<file path="src/rtl/rtt_pkg.sv">
// Shared types, widths and codes for the retransmit tracking table.
package rtt_pkg;

  // Table geometry
  localparam int TABLE_ENTRIES = 8;
  localparam int IDX_W         = (TABLE_ENTRIES > 1) ? $clog2(TABLE_ENTRIES) : 1;
  localparam int MAX_REPORTS   = 8;
  localparam int REP_W         = $clog2(MAX_REPORTS + 1);

  // Field widths
  localparam int OP_W   = 2;
  localparam int SEQ_W  = 16;
  localparam int TYPE_W = 8;
  localparam int ADDR_W = 32;
  localparam int GRP_W  = 16;
  localparam int TMR_W  = 8;
  localparam int KIND_W = 3;
  localparam int SLOT_W = 3;

  // Remainder unit: two quotient bits per cycle
  localparam int REM_CYCLES = TMR_W / 2;
  localparam int REM_CNT_W  = (REM_CYCLES > 1) ? $clog2(REM_CYCLES) : 1;

  localparam logic [SEQ_W-1:0] FIRST_SEQ = SEQ_W'(5);

  // Operations
  localparam logic [OP_W-1:0] OP_SEND = 2'd0;
  localparam logic [OP_W-1:0] OP_ACK  = 2'd1;
  localparam logic [OP_W-1:0] OP_TICK = 2'd2;

  // Result kinds
  localparam logic [KIND_W-1:0] KIND_NEW     = 3'd0;
  localparam logic [KIND_W-1:0] KIND_FULL    = 3'd1;
  localparam logic [KIND_W-1:0] KIND_RESEND  = 3'd2;
  localparam logic [KIND_W-1:0] KIND_BAD_SEQ = 3'd3;
  localparam logic [KIND_W-1:0] KIND_ACK     = 3'd4;
  localparam logic [KIND_W-1:0] KIND_RETRY   = 3'd5;
  localparam logic [KIND_W-1:0] KIND_TIMEOUT = 3'd6;
  localparam logic [KIND_W-1:0] KIND_DONE    = 3'd7;

  // Which result the datapath builds on an emit
  localparam logic [1:0] EMIT_ITEM   = 2'd0;
  localparam logic [1:0] EMIT_REPORT = 2'd1;
  localparam logic [1:0] EMIT_DONE   = 2'd2;

  typedef struct packed {
    logic       load;
    logic       find;
    logic       idx_inc;
    logic       rd_hit;
    logic       tick_dec;
    logic       mod_start;
    logic       emit;
    logic [1:0] emit_sel;
    logic       rep_count;
  } rtt_cmd_t;

  typedef struct packed {
    logic [OP_W-1:0] op;
    logic            seq_zero;
    logic            idx_last;
    logic            live;
    logic            timer_one;
    logic            interval_zero;
    logic            mod_done;
    logic            rem_zero;
    logic            out_free;
    logic            rep_full;
  } rtt_sts_t;

endpackage

</file>
<file path="src/rtl/retransmit_tracking_table_top.sv">
// Top level of the retransmit tracking table: register port, controller and datapath.
//
// The block keeps eight slots, one for each transmission sent and not yet
// acknowledged. Words come in one at a time on the input channel and each
// produces its results on the output channel, behind a result register, so
// a finished result may wait for the consumer without losing anything.
// A new send or an acknowledgement of a nonzero sequence scans the slots
// one per cycle and then emits its single result. A one-second tick visits
// the slots one per cycle while it has nothing to wait for; every live slot
// it counts down, unless it runs out or the retry interval is zero, also
// costs a remainder calculation in a shared unit that works two bits a
// cycle, and any report it emits may wait for the consumer.
// The retry and timeout settings are two 8-bit registers at byte addresses
// 0 (total timeout, reset 20) and 4 (retry interval, reset 5); they should
// only be written while the block holds no word in progress. The table is
// cleared by reset in the same cycle, so no word waits after reset.
module retransmit_tracking_table_top
  import rtt_pkg::*;
(
  input  logic              clk,
  input  logic              rst,
  // Register port
  input  logic              psel,
  input  logic              penable,
  input  logic              pwrite,
  input  logic [2:0]        paddr,
  input  logic [31:0]       pwdata,
  output logic [31:0]       prdata,
  output logic              pready,
  // Input channel
  input  logic              in_valid,
  output logic              in_ready,
  input  logic [OP_W-1:0]   operation,
  input  logic [SEQ_W-1:0]  sequence_req,
  input  logic [TYPE_W-1:0] send_type,
  input  logic [ADDR_W-1:0] send_addr,
  input  logic [GRP_W-1:0]  group_count,
  // Output channel
  output logic              out_valid,
  input  logic              out_ready,
  output logic [KIND_W-1:0] kind,
  output logic [SEQ_W-1:0]  sequence_res,
  output logic [TYPE_W-1:0] entry_type,
  output logic [ADDR_W-1:0] entry_addr,
  output logic [GRP_W-1:0]  entry_groups,
  output logic [SLOT_W-1:0] slot,
  output logic              found,
  output logic              last
);

  // Register select is address bit 2; the bus is word aligned, so the low
  // address bits are not decoded.
  localparam logic REG_TOTAL = 1'b0;
  localparam logic REG_RETRY = 1'b1;

  logic [TMR_W-1:0] total_timeout;
  logic [TMR_W-1:0] retry_interval;
  logic             reg_write;

  rtt_cmd_t cmd;
  rtt_sts_t sts;

  assign pready    = 1'b1;
  assign reg_write = psel && penable && pwrite && pready;

  always_ff @(posedge clk) begin
    if (rst) begin
      total_timeout  <= TMR_W'(20);
      retry_interval <= TMR_W'(5);
    end else if (reg_write) begin
      unique case (paddr[2])
        REG_TOTAL: total_timeout  <= pwdata[TMR_W-1:0];
        REG_RETRY: retry_interval <= pwdata[TMR_W-1:0];
        default:   total_timeout  <= total_timeout;
      endcase
    end
  end

  always_comb begin
    unique case (paddr[2])
      REG_TOTAL: prdata = {{(32-TMR_W){1'b0}}, total_timeout};
      REG_RETRY: prdata = {{(32-TMR_W){1'b0}}, retry_interval};
      default:   prdata = '0;
    endcase
  end

  // The controller owns the input handshake and decides each step; the
  // datapath holds the table and the result register and reports status.
  rtt_ctrl u_ctrl (
    .clk      (clk),
    .rst      (rst),
    .in_valid (in_valid),
    .in_ready (in_ready),
    .sts      (sts),
    .cmd      (cmd)
  );

  rtt_datapath u_dp (
    .clk            (clk),
    .rst            (rst),
    .cmd            (cmd),
    .sts            (sts),
    .total_timeout  (total_timeout),
    .retry_interval (retry_interval),
    .operation      (operation),
    .sequence_req   (sequence_req),
    .send_type      (send_type),
    .send_addr      (send_addr),
    .group_count    (group_count),
    .out_valid      (out_valid),
    .out_ready      (out_ready),
    .kind           (kind),
    .sequence_res   (sequence_res),
    .entry_type     (entry_type),
    .entry_addr     (entry_addr),
    .entry_groups   (entry_groups),
    .slot           (slot),
    .found          (found),
    .last           (last)
  );

endmodule

</file>
<file path="src/rtl/rtt_rem.sv">
// Iterative remainder unit: timer value modulo retry interval, two bits a cycle.
module rtt_rem
  import rtt_pkg::*;
(
  input  logic             clk,
  input  logic             rst,
  input  logic             start,
  input  logic [TMR_W-1:0] dividend,
  input  logic [TMR_W-1:0] divisor,
  output logic             busy,
  output logic             done,
  output logic [TMR_W-1:0] rem
);

  logic [TMR_W:0]     r;
  logic [TMR_W:0]     r_next;
  logic [TMR_W-1:0]   q;
  logic [REM_CNT_W-1:0] cnt;

  function automatic logic [TMR_W:0] rem_step(input logic [TMR_W:0]   r_in,
                                               input logic             bit_in,
                                               input logic [TMR_W-1:0] d);
    logic [TMR_W:0] s;
    begin
      s = {r_in[TMR_W-1:0], bit_in};
      if (s >= {1'b0, d}) begin
        s = s - {1'b0, d};
      end
      return s;
    end
  endfunction

  assign r_next = rem_step(rem_step(r, q[TMR_W-1], divisor), q[TMR_W-2], divisor);
  assign rem    = r[TMR_W-1:0];

  always_ff @(posedge clk) begin
    if (rst) begin
      busy <= 1'b0;
      done <= 1'b0;
      cnt  <= '0;
    end else begin
      done <= 1'b0;
      if (start) begin
        busy <= 1'b1;
        cnt  <= '0;
      end else if (busy) begin
        cnt <= cnt + 1'b1;
        if (cnt == REM_CNT_W'(REM_CYCLES - 1)) begin
          busy <= 1'b0;
          done <= 1'b1;
        end
      end
    end
  end

  always_ff @(posedge clk) begin
    if (start) begin
      r <= '0;
      q <= dividend;
    end else if (busy) begin
      r <= r_next;
      q <= {q[TMR_W-3:0], 2'b00};
    end
  end

`ifndef SYNTH
  a_no_restart: assert property (@(posedge clk) disable iff (rst) start |-> !busy)
    else $error("remainder unit restarted while busy");
  a_done_after_busy: assert property (@(posedge clk) disable iff (rst)
    done |-> $past(busy))
    else $error("remainder done without a preceding busy cycle");
`endif

endmodule

</file>
<file path="src/rtl/rtt_datapath.sv">
// Datapath: slot table, item latch, scan index, remainder unit and result register.
module rtt_datapath
  import rtt_pkg::*;
(
  input  logic              clk,
  input  logic              rst,
  input  rtt_cmd_t          cmd,
  output rtt_sts_t          sts,
  input  logic [TMR_W-1:0]  total_timeout,
  input  logic [TMR_W-1:0]  retry_interval,
  input  logic [OP_W-1:0]   operation,
  input  logic [SEQ_W-1:0]  sequence_req,
  input  logic [TYPE_W-1:0] send_type,
  input  logic [ADDR_W-1:0] send_addr,
  input  logic [GRP_W-1:0]  group_count,
  output logic              out_valid,
  input  logic              out_ready,
  output logic [KIND_W-1:0] kind,
  output logic [SEQ_W-1:0]  sequence_res,
  output logic [TYPE_W-1:0] entry_type,
  output logic [ADDR_W-1:0] entry_addr,
  output logic [GRP_W-1:0]  entry_groups,
  output logic [SLOT_W-1:0] slot,
  output logic              found,
  output logic              last
);

  // Slot table
  logic [SEQ_W-1:0]  tab_seq   [TABLE_ENTRIES];
  logic [TYPE_W-1:0] tab_type  [TABLE_ENTRIES];
  logic [ADDR_W-1:0] tab_addr  [TABLE_ENTRIES];
  logic [GRP_W-1:0]  tab_grp   [TABLE_ENTRIES];
  logic [TMR_W-1:0]  tab_timer [TABLE_ENTRIES];
  logic [SEQ_W-1:0]  next_seq;

  // Latched item
  logic [OP_W-1:0]   item_op;
  logic [SEQ_W-1:0]  item_seq;
  logic [TYPE_W-1:0] item_type;
  logic [ADDR_W-1:0] item_addr;
  logic [GRP_W-1:0]  item_grp;

  // Scan state
  logic [IDX_W-1:0]  idx;
  logic [IDX_W-1:0]  hit;
  logic              hit_valid;
  logic [REP_W-1:0]  rep_cnt;
  logic              rep_timeout;

  // Single read port
  logic [IDX_W-1:0]  rd_addr;
  logic [SEQ_W-1:0]  rd_seq;
  logic [TYPE_W-1:0] rd_type;
  logic [ADDR_W-1:0] rd_addr_val;
  logic [GRP_W-1:0]  rd_grp;
  logic [TMR_W-1:0]  rd_timer;
  logic [TMR_W-1:0]  timer_dec;
  logic              find_match;
  logic              do_store;
  logic              do_clear;

  // Remainder unit
  logic              rem_busy;
  logic              rem_done;
  logic [TMR_W-1:0]  rem_val;

  // Result being built
  logic [KIND_W-1:0] res_kind;
  logic [SEQ_W-1:0]  res_seq;
  logic [TYPE_W-1:0] res_type;
  logic [ADDR_W-1:0] res_addr;
  logic [GRP_W-1:0]  res_grp;
  logic [SLOT_W-1:0] res_slot;
  logic              res_found;
  logic              res_last;

  assign rd_addr     = cmd.rd_hit ? hit : idx;
  assign rd_seq      = tab_seq[rd_addr];
  assign rd_type     = tab_type[rd_addr];
  assign rd_addr_val = tab_addr[rd_addr];
  assign rd_grp      = tab_grp[rd_addr];
  assign rd_timer    = tab_timer[rd_addr];
  assign timer_dec   = rd_timer - 1'b1;

  assign find_match = (item_op == OP_SEND) ? (rd_seq == '0) : (rd_seq == item_seq);
  assign do_store   = cmd.emit && (cmd.emit_sel == EMIT_ITEM) && (item_op == OP_SEND)
                      && (item_seq == '0) && hit_valid;
  assign do_clear   = cmd.emit && (cmd.emit_sel == EMIT_ITEM) && (item_op == OP_ACK)
                      && hit_valid;

  rtt_rem u_rem (
    .clk      (clk),
    .rst      (rst),
    .start    (cmd.mod_start),
    .dividend (timer_dec),
    .divisor  (retry_interval),
    .busy     (rem_busy),
    .done     (rem_done),
    .rem      (rem_val)
  );

  always_comb begin
    sts.op            = operation;
    sts.seq_zero      = (sequence_req == '0);
    sts.idx_last      = (idx == IDX_W'(TABLE_ENTRIES - 1));
    sts.live          = (rd_seq >= FIRST_SEQ) && (rd_timer != '0);
    sts.timer_one     = (rd_timer == TMR_W'(1));
    sts.interval_zero = (retry_interval == '0);
    sts.mod_done      = rem_done && !rem_busy;
    sts.rem_zero      = (rem_val == '0);
    sts.out_free      = !out_valid || out_ready;
    sts.rep_full      = (rep_cnt >= REP_W'(MAX_REPORTS));
  end

  // Result selection
  always_comb begin
    res_kind  = KIND_DONE;
    res_seq   = '0;
    res_type  = '0;
    res_addr  = '0;
    res_grp   = '0;
    res_slot  = '0;
    res_found = 1'b0;
    res_last  = 1'b1;
    case (cmd.emit_sel)
      EMIT_ITEM: begin
        if (item_op == OP_SEND) begin
          if (item_seq == '0) begin
            if (hit_valid) begin
              res_kind = KIND_NEW;
              res_seq  = next_seq;
              res_type = item_type;
              res_addr = item_addr;
              res_grp  = item_grp;
              res_slot = SLOT_W'(hit);
            end else begin
              res_kind = KIND_FULL;
            end
          end else begin
            res_kind = (item_seq >= FIRST_SEQ) ? KIND_RESEND : KIND_BAD_SEQ;
            res_seq  = item_seq;
          end
        end else begin
          res_kind = KIND_ACK;
          res_seq  = item_seq;
          if (hit_valid) begin
            res_type  = rd_type;
            res_addr  = rd_addr_val;
            res_grp   = rd_grp;
            res_slot  = SLOT_W'(hit);
            res_found = 1'b1;
          end
        end
      end
      EMIT_REPORT: begin
        res_kind = rep_timeout ? KIND_TIMEOUT : KIND_RETRY;
        res_seq  = rd_seq;
        res_type = rd_type;
        res_addr = rd_addr_val;
        res_grp  = rd_grp;
        res_slot = SLOT_W'(idx);
        res_last = 1'b0;
      end
      default: begin
        res_kind = KIND_DONE;
      end
    endcase
  end

  // Table and sequence counter
  always_ff @(posedge clk) begin
    if (rst) begin
      for (int i = 0; i < TABLE_ENTRIES; i++) begin
        tab_seq[i]   <= '0;
        tab_type[i]  <= '0;
        tab_addr[i]  <= '0;
        tab_grp[i]   <= '0;
        tab_timer[i] <= '0;
      end
      next_seq <= FIRST_SEQ;
    end else begin
      if (do_store) begin
        tab_seq[hit]   <= next_seq;
        tab_type[hit]  <= item_type;
        tab_addr[hit]  <= item_addr;
        tab_grp[hit]   <= item_grp;
        tab_timer[hit] <= total_timeout;
        next_seq       <= (next_seq == '1) ? FIRST_SEQ : next_seq + 1'b1;
      end else if (do_clear) begin
        tab_seq[hit]   <= '0;
        tab_type[hit]  <= '0;
        tab_addr[hit]  <= '0;
        tab_grp[hit]   <= '0;
        tab_timer[hit] <= '0;
      end else if (cmd.tick_dec) begin
        tab_timer[idx] <= timer_dec;
      end
    end
  end

  // Item latch
  always_ff @(posedge clk) begin
    if (cmd.load) begin
      item_op   <= operation;
      item_seq  <= sequence_req;
      item_type <= send_type;
      item_addr <= send_addr;
      item_grp  <= group_count;
    end
  end

  // Scan control state
  always_ff @(posedge clk) begin
    if (rst) begin
      idx         <= '0;
      hit         <= '0;
      hit_valid   <= 1'b0;
      rep_cnt     <= '0;
      rep_timeout <= 1'b0;
    end else begin
      if (cmd.load) begin
        idx       <= '0;
        hit_valid <= 1'b0;
        rep_cnt   <= '0;
      end else begin
        if (cmd.idx_inc) begin
          idx <= idx + 1'b1;
        end
        if (cmd.find && find_match) begin
          hit       <= idx;
          hit_valid <= 1'b1;
        end
        if (cmd.rep_count) begin
          rep_cnt <= rep_cnt + 1'b1;
        end
        if (cmd.tick_dec) begin
          rep_timeout <= (rd_timer == TMR_W'(1));
        end
      end
    end
  end

  // Result register
  always_ff @(posedge clk) begin
    if (rst) begin
      out_valid <= 1'b0;
    end else if (cmd.emit) begin
      out_valid <= 1'b1;
    end else if (out_ready) begin
      out_valid <= 1'b0;
    end
  end

  always_ff @(posedge clk) begin
    if (cmd.emit) begin
      kind         <= res_kind;
      sequence_res <= res_seq;
      entry_type   <= res_type;
      entry_addr   <= res_addr;
      entry_groups <= res_grp;
      slot         <= res_slot;
      found        <= res_found;
      last         <= res_last;
    end
  end

endmodule

</file>
<file path="src/rtl/rtt_ctrl.sv">
// Controller state machine that sequences the table scans and result emission.
module rtt_ctrl
  import rtt_pkg::*;
(
  input  logic     clk,
  input  logic     rst,
  input  logic     in_valid,
  output logic     in_ready,
  input  rtt_sts_t sts,
  output rtt_cmd_t cmd
);

  localparam logic [2:0] S_IDLE  = 3'd0;
  localparam logic [2:0] S_FIND  = 3'd1;
  localparam logic [2:0] S_FIN   = 3'd2;
  localparam logic [2:0] S_TCHK  = 3'd3;
  localparam logic [2:0] S_TMOD  = 3'd4;
  localparam logic [2:0] S_TREP  = 3'd5;
  localparam logic [2:0] S_TDONE = 3'd6;

  logic [2:0] state;
  logic [2:0] state_next;

  assign in_ready = (state == S_IDLE);

  always_comb begin
    cmd        = '0;
    state_next = state;
    unique case (state)
      S_IDLE: begin
        if (in_valid) begin
          cmd.load = 1'b1;
          case (sts.op)
            OP_SEND: state_next = sts.seq_zero ? S_FIND : S_FIN;
            OP_ACK:  state_next = sts.seq_zero ? S_FIN : S_FIND;
            OP_TICK: state_next = S_TCHK;
            default: state_next = S_IDLE;
          endcase
        end
      end
      S_FIND: begin
        cmd.find = 1'b1;
        if (sts.idx_last) begin
          state_next = S_FIN;
        end else begin
          cmd.idx_inc = 1'b1;
        end
      end
      S_FIN: begin
        cmd.rd_hit = 1'b1;
        if (sts.out_free) begin
          cmd.emit     = 1'b1;
          cmd.emit_sel = EMIT_ITEM;
          state_next   = S_IDLE;
        end
      end
      S_TCHK: begin
        if (sts.live && sts.timer_one) begin
          cmd.tick_dec = 1'b1;
          state_next   = S_TREP;
        end else if (sts.live && !sts.interval_zero) begin
          cmd.tick_dec  = 1'b1;
          cmd.mod_start = 1'b1;
          state_next    = S_TMOD;
        end else begin
          cmd.tick_dec = sts.live;
          if (sts.idx_last) begin
            state_next = S_TDONE;
          end else begin
            cmd.idx_inc = 1'b1;
          end
        end
      end
      S_TMOD: begin
        if (sts.mod_done) begin
          if (sts.rem_zero) begin
            state_next = S_TREP;
          end else if (sts.idx_last) begin
            state_next = S_TDONE;
          end else begin
            cmd.idx_inc = 1'b1;
            state_next  = S_TCHK;
          end
        end
      end
      S_TREP: begin
        if (sts.rep_full || sts.out_free) begin
          if (!sts.rep_full) begin
            cmd.emit      = 1'b1;
            cmd.emit_sel  = EMIT_REPORT;
            cmd.rep_count = 1'b1;
          end
          if (sts.idx_last) begin
            state_next = S_TDONE;
          end else begin
            cmd.idx_inc = 1'b1;
            state_next  = S_TCHK;
          end
        end
      end
      S_TDONE: begin
        if (sts.out_free) begin
          cmd.emit     = 1'b1;
          cmd.emit_sel = EMIT_DONE;
          state_next   = S_IDLE;
        end
      end
      default: begin
        state_next = S_IDLE;
      end
    endcase
  end

  always_ff @(posedge clk) begin
    if (rst) begin
      state <= S_IDLE;
    end else begin
      state <= state_next;
    end
  end

`ifndef SYNTH
  a_emit_into_free: assert property (@(posedge clk) disable iff (rst)
    cmd.emit |-> sts.out_free)
    else $error("result emitted while the result register was still full");
  a_mod_wait: assert property (@(posedge clk) disable iff (rst)
    cmd.mod_start |=> (state == S_TMOD))
    else $error("remainder started without waiting for it");
`endif

endmodule

</file>
<file path="config.mk">
export PLATFORM = sky130hd
export DESIGN_NAME = retransmit_tracking_table_top
export DESIGN_NICKNAME = d
export VERILOG_FILES = /design/src/rtl/rtt_pkg.sv /design/src/rtl/retransmit_tracking_table_top.sv /design/src/rtl/rtt_rem.sv /design/src/rtl/rtt_datapath.sv /design/src/rtl/rtt_ctrl.sv
export SDC_FILE = /design/constraint.sdc
export NUM_CORES = 1
export LEC_CHECK = 0
export ABC_AREA = 1
export ABC_CLOCK_PERIOD_IN_PS = 7500
export BUFFER_PORTS_ARGS = -buffer_cell sky130_fd_sc_hd__buf_2
export CORE_MARGIN = 5
export CORE_UTILIZATION = 55
export CTS_BUF_LIST = sky130_fd_sc_hd__clkbuf_8 sky130_fd_sc_hd__clkbuf_16
export DETAILED_ROUTE_END_ITERATION = 10
export PLACE_DENSITY = 0.73
export SLEW_MARGIN = 10
export SYNTH_ARGS = -nofsm -noshare
export SYNTH_HDL_FRONTEND = slang
export SYNTH_HIERARCHICAL = 1
export SYNTH_SLANG_ARGS = --single-unit
</file>
<file path="constraint.sdc">
create_clock -name clk -period 7.5 [get_ports clk]
set_clock_uncertainty 0.05 [all_clocks]
set_input_delay 0.375 -clock clk [delete_from_list [all_inputs] [get_ports clk]]
set_output_delay 0.375 -clock clk [all_outputs]
set_load 0.1 [all_outputs]
</file>
==> Yosys cells after proc, flatten, opt, wreduce, memory -nomap -nowiden <==
Memories as Yosys holds them, arrays and structs flattened.
Cells that the tools add are included.
{ "word_totals": {"regBits": 222, "latchBits": 0, "mem_bits_rw": 640, "rom_bits": 0, "inputBits": 116, "output_inout_bits": 115, "word_cells": 239, "memories": 5} }
{ "mem_list": {"columns": ["memory", "words", "width", "read_ports", "rd_ports_with_merged_regs", "write_ports", "line", "text"], "rows": [
  ["u_dp.tab_addr", 8, 32, 1, 0, 8, "rtt_datapath.sv:31", "logic [ADDR_W-1:0] tab_addr [TABLE_ENTRIES];"],
  ["u_dp.tab_grp", 8, 16, 1, 0, 8, "rtt_datapath.sv:32", "logic [GRP_W-1:0] tab_grp [TABLE_ENTRIES];"],
  ["u_dp.tab_seq", 8, 16, 1, 0, 8, "rtt_datapath.sv:29", "logic [SEQ_W-1:0] tab_seq [TABLE_ENTRIES];"],
  ["u_dp.tab_timer", 8, 8, 1, 0, 8, "rtt_datapath.sv:33", "logic [TMR_W-1:0] tab_timer [TABLE_ENTRIES];"],
  ["u_dp.tab_type", 8, 8, 1, 0, 8, "rtt_datapath.sv:30", "logic [TYPE_W-1:0] tab_type [TABLE_ENTRIES];"]
]} }
{ "op_classes": {"addsub": 7, "multipliers": 0, "n_div": 0, "n_lt_le_gt_ge": 5, "eq_ne": 21, "shift": 0, "mux": 118, "bitwise": 9, "n_reduce_logical": 46} }
{ "ops": {"columns": ["op", "n"], "rows": [
  ["16-bit two-way mux", 12],
  ["32-bit two-way mux", 6],
  ["32-bit one-hot mux with 2 select lines", 2],
  ["8-bit two-way mux", 13],
  ["3-bit two-way mux", 24],
  ["16-bit one-hot mux with 2 select lines", 2],
  ["16-bit logical NOT", 3],
  ["1-bit two-way mux", 46],
  ["16-bit by 3-bit >= comparator with 1-bit output (second input constant)", 2],
  ["16-bit OR reduction", 2],
  ["32-bit OR reduction", 1],
  ["8-bit OR reduction", 3],
  ["9-bit by 8-bit >= comparator with 1-bit output", 2],
  ["3-bit one-hot mux with 3 select lines", 2],
  ["3-bit one-hot mux with 6 select lines", 1],
  ["16-bit by 1-bit adder with 16-bit output (second input constant)", 1],
  ["16-bit == test", 1],
  ["16-bit == test (second input constant)", 1],
  ["8-bit logical NOT", 2],
  ["8-bit one-hot mux with 2 select lines", 1],
  ["8-bit subtractor", 2],
  ["1-bit logical AND", 13],
  ["3-bit == test (second input constant)", 4],
  ["3-bit one-hot mux with 2 select lines", 2],
  ["28 further kinds", 58]
]} }

==> Depth between registers and ports, before layout <==
Gate-level depths: netlist of the first run.
{ "depth": {"depth_word": 17, "mapped_depth": 30, "ltp_nobuf": 26} }

==> Modules after synthesis <==
The synthesis of the first run kept the hierarchy.
{ "by_module_without_submodules": {"columns": ["module", "n_inst", "cells_per_inst", "area_per_inst_um2", "seq_area_each_um2"], "rows": [
  ["rtt_datapath", 1, 3525, 36954.2, 24423.4],
  ["rtt_rem", 1, 261, 1836.8, 480.5],
  ["retransmit_tracking_table_top", 1, 149, 980.9, 320.3],
  ["rtt_ctrl", 1, 83, 429.2, 60.1]
]} }

==> Worst setup path before layout of the first run <==
No wires, ideal clock.
{ "synth_timing": {"kind": "register to register", "from": "reg u_dp.out_valid", "to": "mem u_dp.tab_addr[1][0] (enable)", "setup_ns": 0.432, "arrival_time_ns": 7.739, "required_time_ns": 7.018, "setup_slack_ns": -0.721, "path_stages_with_launch": 13, "path_buffers": 1, "period_less_slack_ns": 8.221, "cell_sequence": "dfxtp_1 nand2_1 inv_1 o21bai_1 nand2_1 nor4_1 inv_1 nand2_1 nand2_1 nor2_1 nand2_1 clkbuf_1 nand2_1"} }
{ "synth_rtl": {"columns": ["element", "line", "text"], "rows": [
  ["start: declaration", "rtt_datapath.sv:16", "output logic out_valid,"],
  ["start signal: assignment", "rtt_datapath.sv:246", "out_valid <= 1'b0;"],
  ["start signal: assignment", "rtt_datapath.sv:248", "out_valid <= 1'b1;"],
  ["start signal: assignment", "rtt_datapath.sv:250", "out_valid <= 1'b0;"],
  ["end: declaration", "rtt_datapath.sv:31", null]
]} }

==> impl_metrics.ini, run 1 <==
[clock_tree]
htree_levels = 3
clk_latency_ns = 0.65
hold_buffers = 80
numCtsBuffers = 90
tritoncts = built
cts_buffer_depth = 3
clk_pin_slew_worst_paths_ns = 0.06
clock_sinks = 862
cts_root_buffer = clkbuf_16
postCtsSetupRepairBufs = 0
ctsResizeCount = 0

[yosys]
synth-seq-area-share_pct = 62.89
synth_seq_cells = 862
ys_warn_count = 6
synth_top_cell_by_area = edfxtp_1
syn-instance-count = 4018
synth-edff-count = 802
post_synth.cell_area_avg_um2 = 10.01
synthFlopType = edfxtp_1
async_flop_share_pct = 0
syn_area_um2 = 40200
ys_top_cells_by_area = edfxtp_1, nor2_1, nand2_1
yosysTopAreaCellShare_pct = 59.91
synth.distinct_cells = 61

[timing]
slew_headroom_pct = 17.15
rsz0062_at_grt = false
period_needed_ns = 6.386
hold_violations = 0
fin_crit_sh_pct = 85.14
setup_viol = 0
final.setup.tns_ns = 0
max_freq_mhz = 156.6
worst_pin_slew_ns = 1.235
slew_violations = 0

[power_and_ir_drop]
power.total_mw = 13.15
vdd_drop_max_uv = 226.2
power_density_nw_per_um2 = 289.3
cellLeakagePower_nw = 18.47

[global_route]
grt_pass1_wl_um = 173000
antenna_found_initial = 2
grt_pass1_vias = 29860
grt_usage_pct = 28.35
grt_overflow_total = 0
grt_max_degree = 109

[routing]
vias = 31330
first_pass_iters = 6
ant_nets = 0
wl_per_cell_um = 21.95
drt_iter0_drc = 4132
drc_errors = 0
vias_per_cell = 6.011
drt_wl_total_um = 114400

[place]
dp_hpwl_um = 62200
placed_cell_area_um2 = 41740
portBuffers = 179
place_congestion = 0.9142

[die]
die_y_um = 280.4
start_util_pct = 55.29
ioPinCount = 231
core-area_um2 = 72710
num_rows = 99
die_w_um = 280.4
dieArea_um2 = 78600

[outcome]
status = finished clean

[setup_path]
setup.worst_path.start_class = flip-flop
cp-end-kind = flip-flop
worstPathArrival_ns = 6.64
cp_max_fo = 63
cp.required_ns = 7.75
path_class = flip-flop to flip-flop

[cells_and_area]
area_growth_pct = 13.04
fillers = 5719
fin_nets = 4322
drive_above_1_share_pct = 12.09
utilization_pct = 62.50
final_cell_mix = nor2_1, edfxtp_1, nand2_1
antenna_cells = 0
layout_commonest_cell = nor2_1
finalInstanceArea_um2 = 45440

[worst_hold_path]
hold_path.class = input port to flip-flop

[run]
drv_cap = 0
-- cells in the mapped netlist (4+ instances only) --
cell	instances
ha_1	24
a211oi_1	4
nor2_4	7
o21ai_1	18
a221oi_1	88
xor2_1	9
or2_2	53
nand2_2	18
buf_6	16
nor4_1	13
buf_1	16
a31oi_1	33
o21ai_0	95
nand4_1	23
buf_4	36
nor3_1	20
edfxtp_1	802
inv_1	241
nand3_1	211
buf_2	77
nor2_1	812
o31ai_1	15
o22ai_1	19
o211ai_1	51
a21oi_1	241
nand2_1	772
a41oi_1	13
clkbuf_1	122
inv_2	11
a32o_1	12
nor2_2	11
xnor2_1	5
dfxtp_1	60
nand2_4	4
o21ai_2	11
nand3b_1	17
-- worst max-delay path: stages, from the launching register on --
cell and delay [ns]:
dfxtp_1 0.57, nand2_1 0.20, nor2_1 0.80, nand2_1 0.30, nand2_4 0.70, nand2_1 0.13, nand3_1 0.14, nand2_1 0.07
nand2_1 0.06, nand2_1 0.09, nor2_1 0.11, nand2_1 0.06, nor2_1 0.29, nand3_1 0.11, nor2_1 0.33, a31oi_1 0.13
inv_1 0.09, nor2_1 0.07, nand4_2 0.09, buf_4 0.27, nand2_1 0.08, o21ai_1 0.11, nor2b_1 0.46, nand2_1 0.34
nand2_1 0.36
-- logic make-up (layout without fill, tap and decap cells) --
family,Yosys count,in the layout,share of synthesized area (%)
AO/OA/AOI/OAI,614,614,9.589
XOR/XNOR,15,15,0.3455
adder cells (fa/ha/maj),26,26,0.8466
buffers and inverters,522,733,5.749
flip-flops,862,862,62.89
other,2,25,0.01868
AND/OR/NAND/NOR,1977,1977,20.56
-- metrics by stage --
step	setup WS (ns)	std cells	hold slack, ns
global route	0.6885	5211	0.04339
global placement	1.439	4967	0.4035
CTS	1.311	5211	0.002726
floorplan	1.061	4041	0.3922
finish	1.114	5211	0.02595
detailed placement	1.316	4967	0.4105
-- power breakdown --
| group | internal (mW) | switching (mW) | total [mW] |
|---|---|---|---|
| sequential | 5.55 | 0.142 | 5.69 |
| combinational | 0.820 | 2.25 | 3.07 |
| clock | 2.54 | 1.84 | 4.38 |
| total | 8.91 | 4.24 | 13.1 |
-- cell type report --
class	instances	area [um2]	share of cell area, %
multi-input cells	2657	12890	28.38
clock buffers	97	2360	5.193
clock inverters	67	544.3	1.198
well taps	959	1200	2.640
flip-flops and latches	862	25290	55.64
repair buffers	314	2197	4.835
inverters	255	960.9	2.115
-- flip-flops by register name (all words and copies together) (netlist names), 16 cells and up --
register,cells
u_dp/tab_addr,256
u_dp/tab_grp,128
u_dp/tab_seq,128
u_dp/tab_timer,64
u_dp/tab_type,64
u_dp/entry_addr,32
u_dp/item_addr,32
u_dp/entry_groups,16
u_dp/item_grp,16
u_dp/item_seq,16
u_dp/next_seq,16
u_dp/sequence_res,16
-- final timing paths --
| kind | startpoint | end | slack, ns | cells after the start |
|---|---|---|---|---|
| max reg2reg | u_ctrl/state[1]$_SDFFE_PP0P_ | u_dp/tab_timer[7][6]$_SDFFCE_PN0P_ | 1.11 | 24 |
| min | pwdata[5] | total_timeout[5]$_SDFFE_PP0P_ | 0.03 | 5 |
| max | u_ctrl/state[1]$_SDFFE_PP0P_ | u_dp/tab_timer[7][6]$_SDFFCE_PN0P_ | 1.11 | 24 |
| min reg2reg | u_dp/u_rem/cnt[1]$_SDFFE_PP0P_ | u_dp/u_rem/cnt[1]$_SDFFE_PP0P_ | 0.42 | 2 |
-- routing by layer --
layer | wire length [um] | up-vias | track usage (%)
met5 | 13 | - | 0
met4 | 4699 | 2 | 10.90
met3 | 13720 | 337 | 5.683
met2 | 52930 | 2033 | 45.28
met1 | 43030 | 14800 | 38.90
li1 | - | 14150 | -
No activity file was read; power rests on OpenSTA's default activity.
==> run 2, diff against run 1 <==
Settings changed: CORE_ASPECT_RATIO set to 1.5.
==> run 2 against run 1 <==
Against the previous run:
- fmax decreased by 0.41%
- flip-flop and latch count unchanged
- core utilization decreased by 0.71 points
- worst setup slack got worse by 0.026 ns
- design area decreased by 1.4%
- hold slack improved by 0.020 ns
- first-iteration DRC count decreased by 7.3%
- clock-buffer cell count decreased by 14
- register-to-register slack got worse by 0.03 ns
- cell count decreased by 1.3%
- sequential share of layout area increased by 0.78 points
- critical path depth unchanged
- largest power group unchanged
- highest routed layer unchanged
==> impl_metrics.ini, run 2 (synthesized netlist as in run 1, its figures left out) <==
[clock_tree]
ctsResizeCount = 0
numCtsBuffers = 78
cts_root_buffer = clkbuf_16
clock_sinks = 862
clk_pin_slew_worst_paths_ns = 0.07
htree_levels = 3
tritoncts = built
clk_latency_ns = 0.65
cts_buffer_depth = 3

[routing]
drt_wl_total_um = 118300
drt_iter0_drc = 3831
first_pass_iters = 6
ant_nets = 0
vias = 31480
wl_per_cell_um = 23.00
drc_errors = 0
vias_per_cell = 6.119

[global_route]
grt_overflow_total = 0
grt_usage_pct = 29.24
grt_pass1_wl_um = 176700
grt_max_degree = 113
grt_pass1_vias = 30670
antenna_found_initial = 1

[timing]
hold_violations = 0
worst_pin_slew_ns = 1.179
final.setup.tns_ns = 0
rsz0062_at_grt = false
slew_headroom_pct = 21.39
max_freq_mhz = 156.0
fin_crit_sh_pct = 85.49
period_needed_ns = 6.412
slew_violations = 0
setup_viol = 0

[cells_and_area]
finalInstanceArea_um2 = 44810
layout_commonest_cell = nor2_1
top_register = u_dp/tab_addr
final_cell_mix = nor2_1, edfxtp_1, nand2_1
area_growth_pct = 11.47
antenna_cells = 0
largest_reg_flops = 256
reg_top3 = u_dp/tab_addr x256, u_dp/tab_grp x128, u_dp/tab_seq x128
drive_above_1_share_pct = 11.58
fin_nets = 4308

[power_and_ir_drop]
vdd_drop_max_uv = 206.5
power.total_mw = 12.59
cellLeakagePower_nw = 18.14
power_density_nw_per_um2 = 281.0

[die]
dieArea_um2 = 78710
ioPinCount = 231
num_rows = 121
core-area_um2 = 72520
die_y_um = 341.1
start_util_pct = 55.44
die_w_um = 230.7

[place]
dp_hpwl_um = 64980
portBuffers = 179
place_congestion = 0.8788
placed_cell_area_um2 = 41630

[setup_path]
path_class = flip-flop to flip-flop
worstPathArrival_ns = 6.66
setup.worst_path.start_class = flip-flop
cp.required_ns = 7.75
cp-end-kind = flip-flop
cp_max_fo = 112

[run]
drv_cap = 0

[outcome]
status = finished clean

[worst_hold_path]
hold_path.class = input port to flip-flop
## run 2: path summary, 6_finish.rpt
check | from | endpoint | slack (ns) | depth (start not counted)
setup / recovery | u_ctrl/state[1]$_SDFFE_PP0P_ | u_dp/tab_timer[7][3]$_SDFFCE_PN0P_ | 1.09 | 24
hold / removal | pwdata[1] | total_timeout[1]$_SDFFE_PP0P_ | 0.05 | 5
setup reg to reg | u_ctrl/state[1]$_SDFFE_PP0P_ | u_dp/tab_timer[7][3]$_SDFFCE_PN0P_ | 1.09 | 24
hold reg to reg | u_dp/u_rem/cnt[1]$_SDFFE_PP0P_ | u_dp/u_rem/cnt[1]$_SDFFE_PP0P_ | 0.43 | 2
## run 2: layout make-up
class | count | area [um2]
clock buffers | 83 | 2066
fillers | 5814 | 27710
flip-flops and latches | 862 | 25290
multi-input cells | 2657 | 12890
repair buffers | 312 | 2115
inverters | 255 | 960.9
clock inverters | 53 | 335.3
well taps | 922 | 1154
## run 2: routing by layer
| layer | global-route usage, % | routed length, um |
|---|---|---|
| met5 | 0 | 13 |
| met3 | 4.993 | 12250 |
| met4 | 15.46 | 6429 |
| met2 | 49.41 | 57510 |
| met1 | 36.18 | 42120 |
## run 2: power by group
| group | switching, mW | internal, mW |
|---|---|---|
| logic | 2.25 | 0.819 |
| clock network | 1.75 | 2.09 |
| registers | 0.142 | 5.55 |
## run 2: repair_timing
item                                   4_1_cts  5_1_grt
setup buffers                                0        0
hold buffers                                78        0
endpoints found under the hold margin       79        0
## run 2: through the flow
step / hold WS (ns) / cells / utilization (%) / setup WS (ns)
2_1_floorplan: 0.3922 / 4041 / - / 1.061
3_3_place_gp: 0.4076 / 4930 / 57.40 / 1.332
3_5_place_dp: 0.4172 / 4930 / 57.40 / 1.310
4_1_cts: 0.01027 / 5144 / 61.79 / 1.169
5_1_grt: 0.06497 / 5144 / 61.79 / 0.6771
6_report: 0.04568 / 5144 / 61.79 / 1.088
## run 2: worst max-delay path: stages, from the launching register on
cell     delay (ns)
dfxtp_1        0.57
nand2_1        0.19
nor2_1         0.14
buf_4          0.22
inv_2          0.06
nand2_2        0.46
nand2_8        0.59
buf_4          0.51
nand2_1        0.12
nand3_1        0.08
nand3_1        0.12
nand2_1        0.12
o21ai_0        0.18
nand3_1        0.11
nor2_1         0.40
a31oi_1        0.17
inv_1          0.09
nor2_1         0.07
nand4_2        0.09
buf_4          0.28
nand2_1        0.11
o21ai_1        0.14
nor2b_1        0.39
nand2_1        0.34
nand2_1        0.37
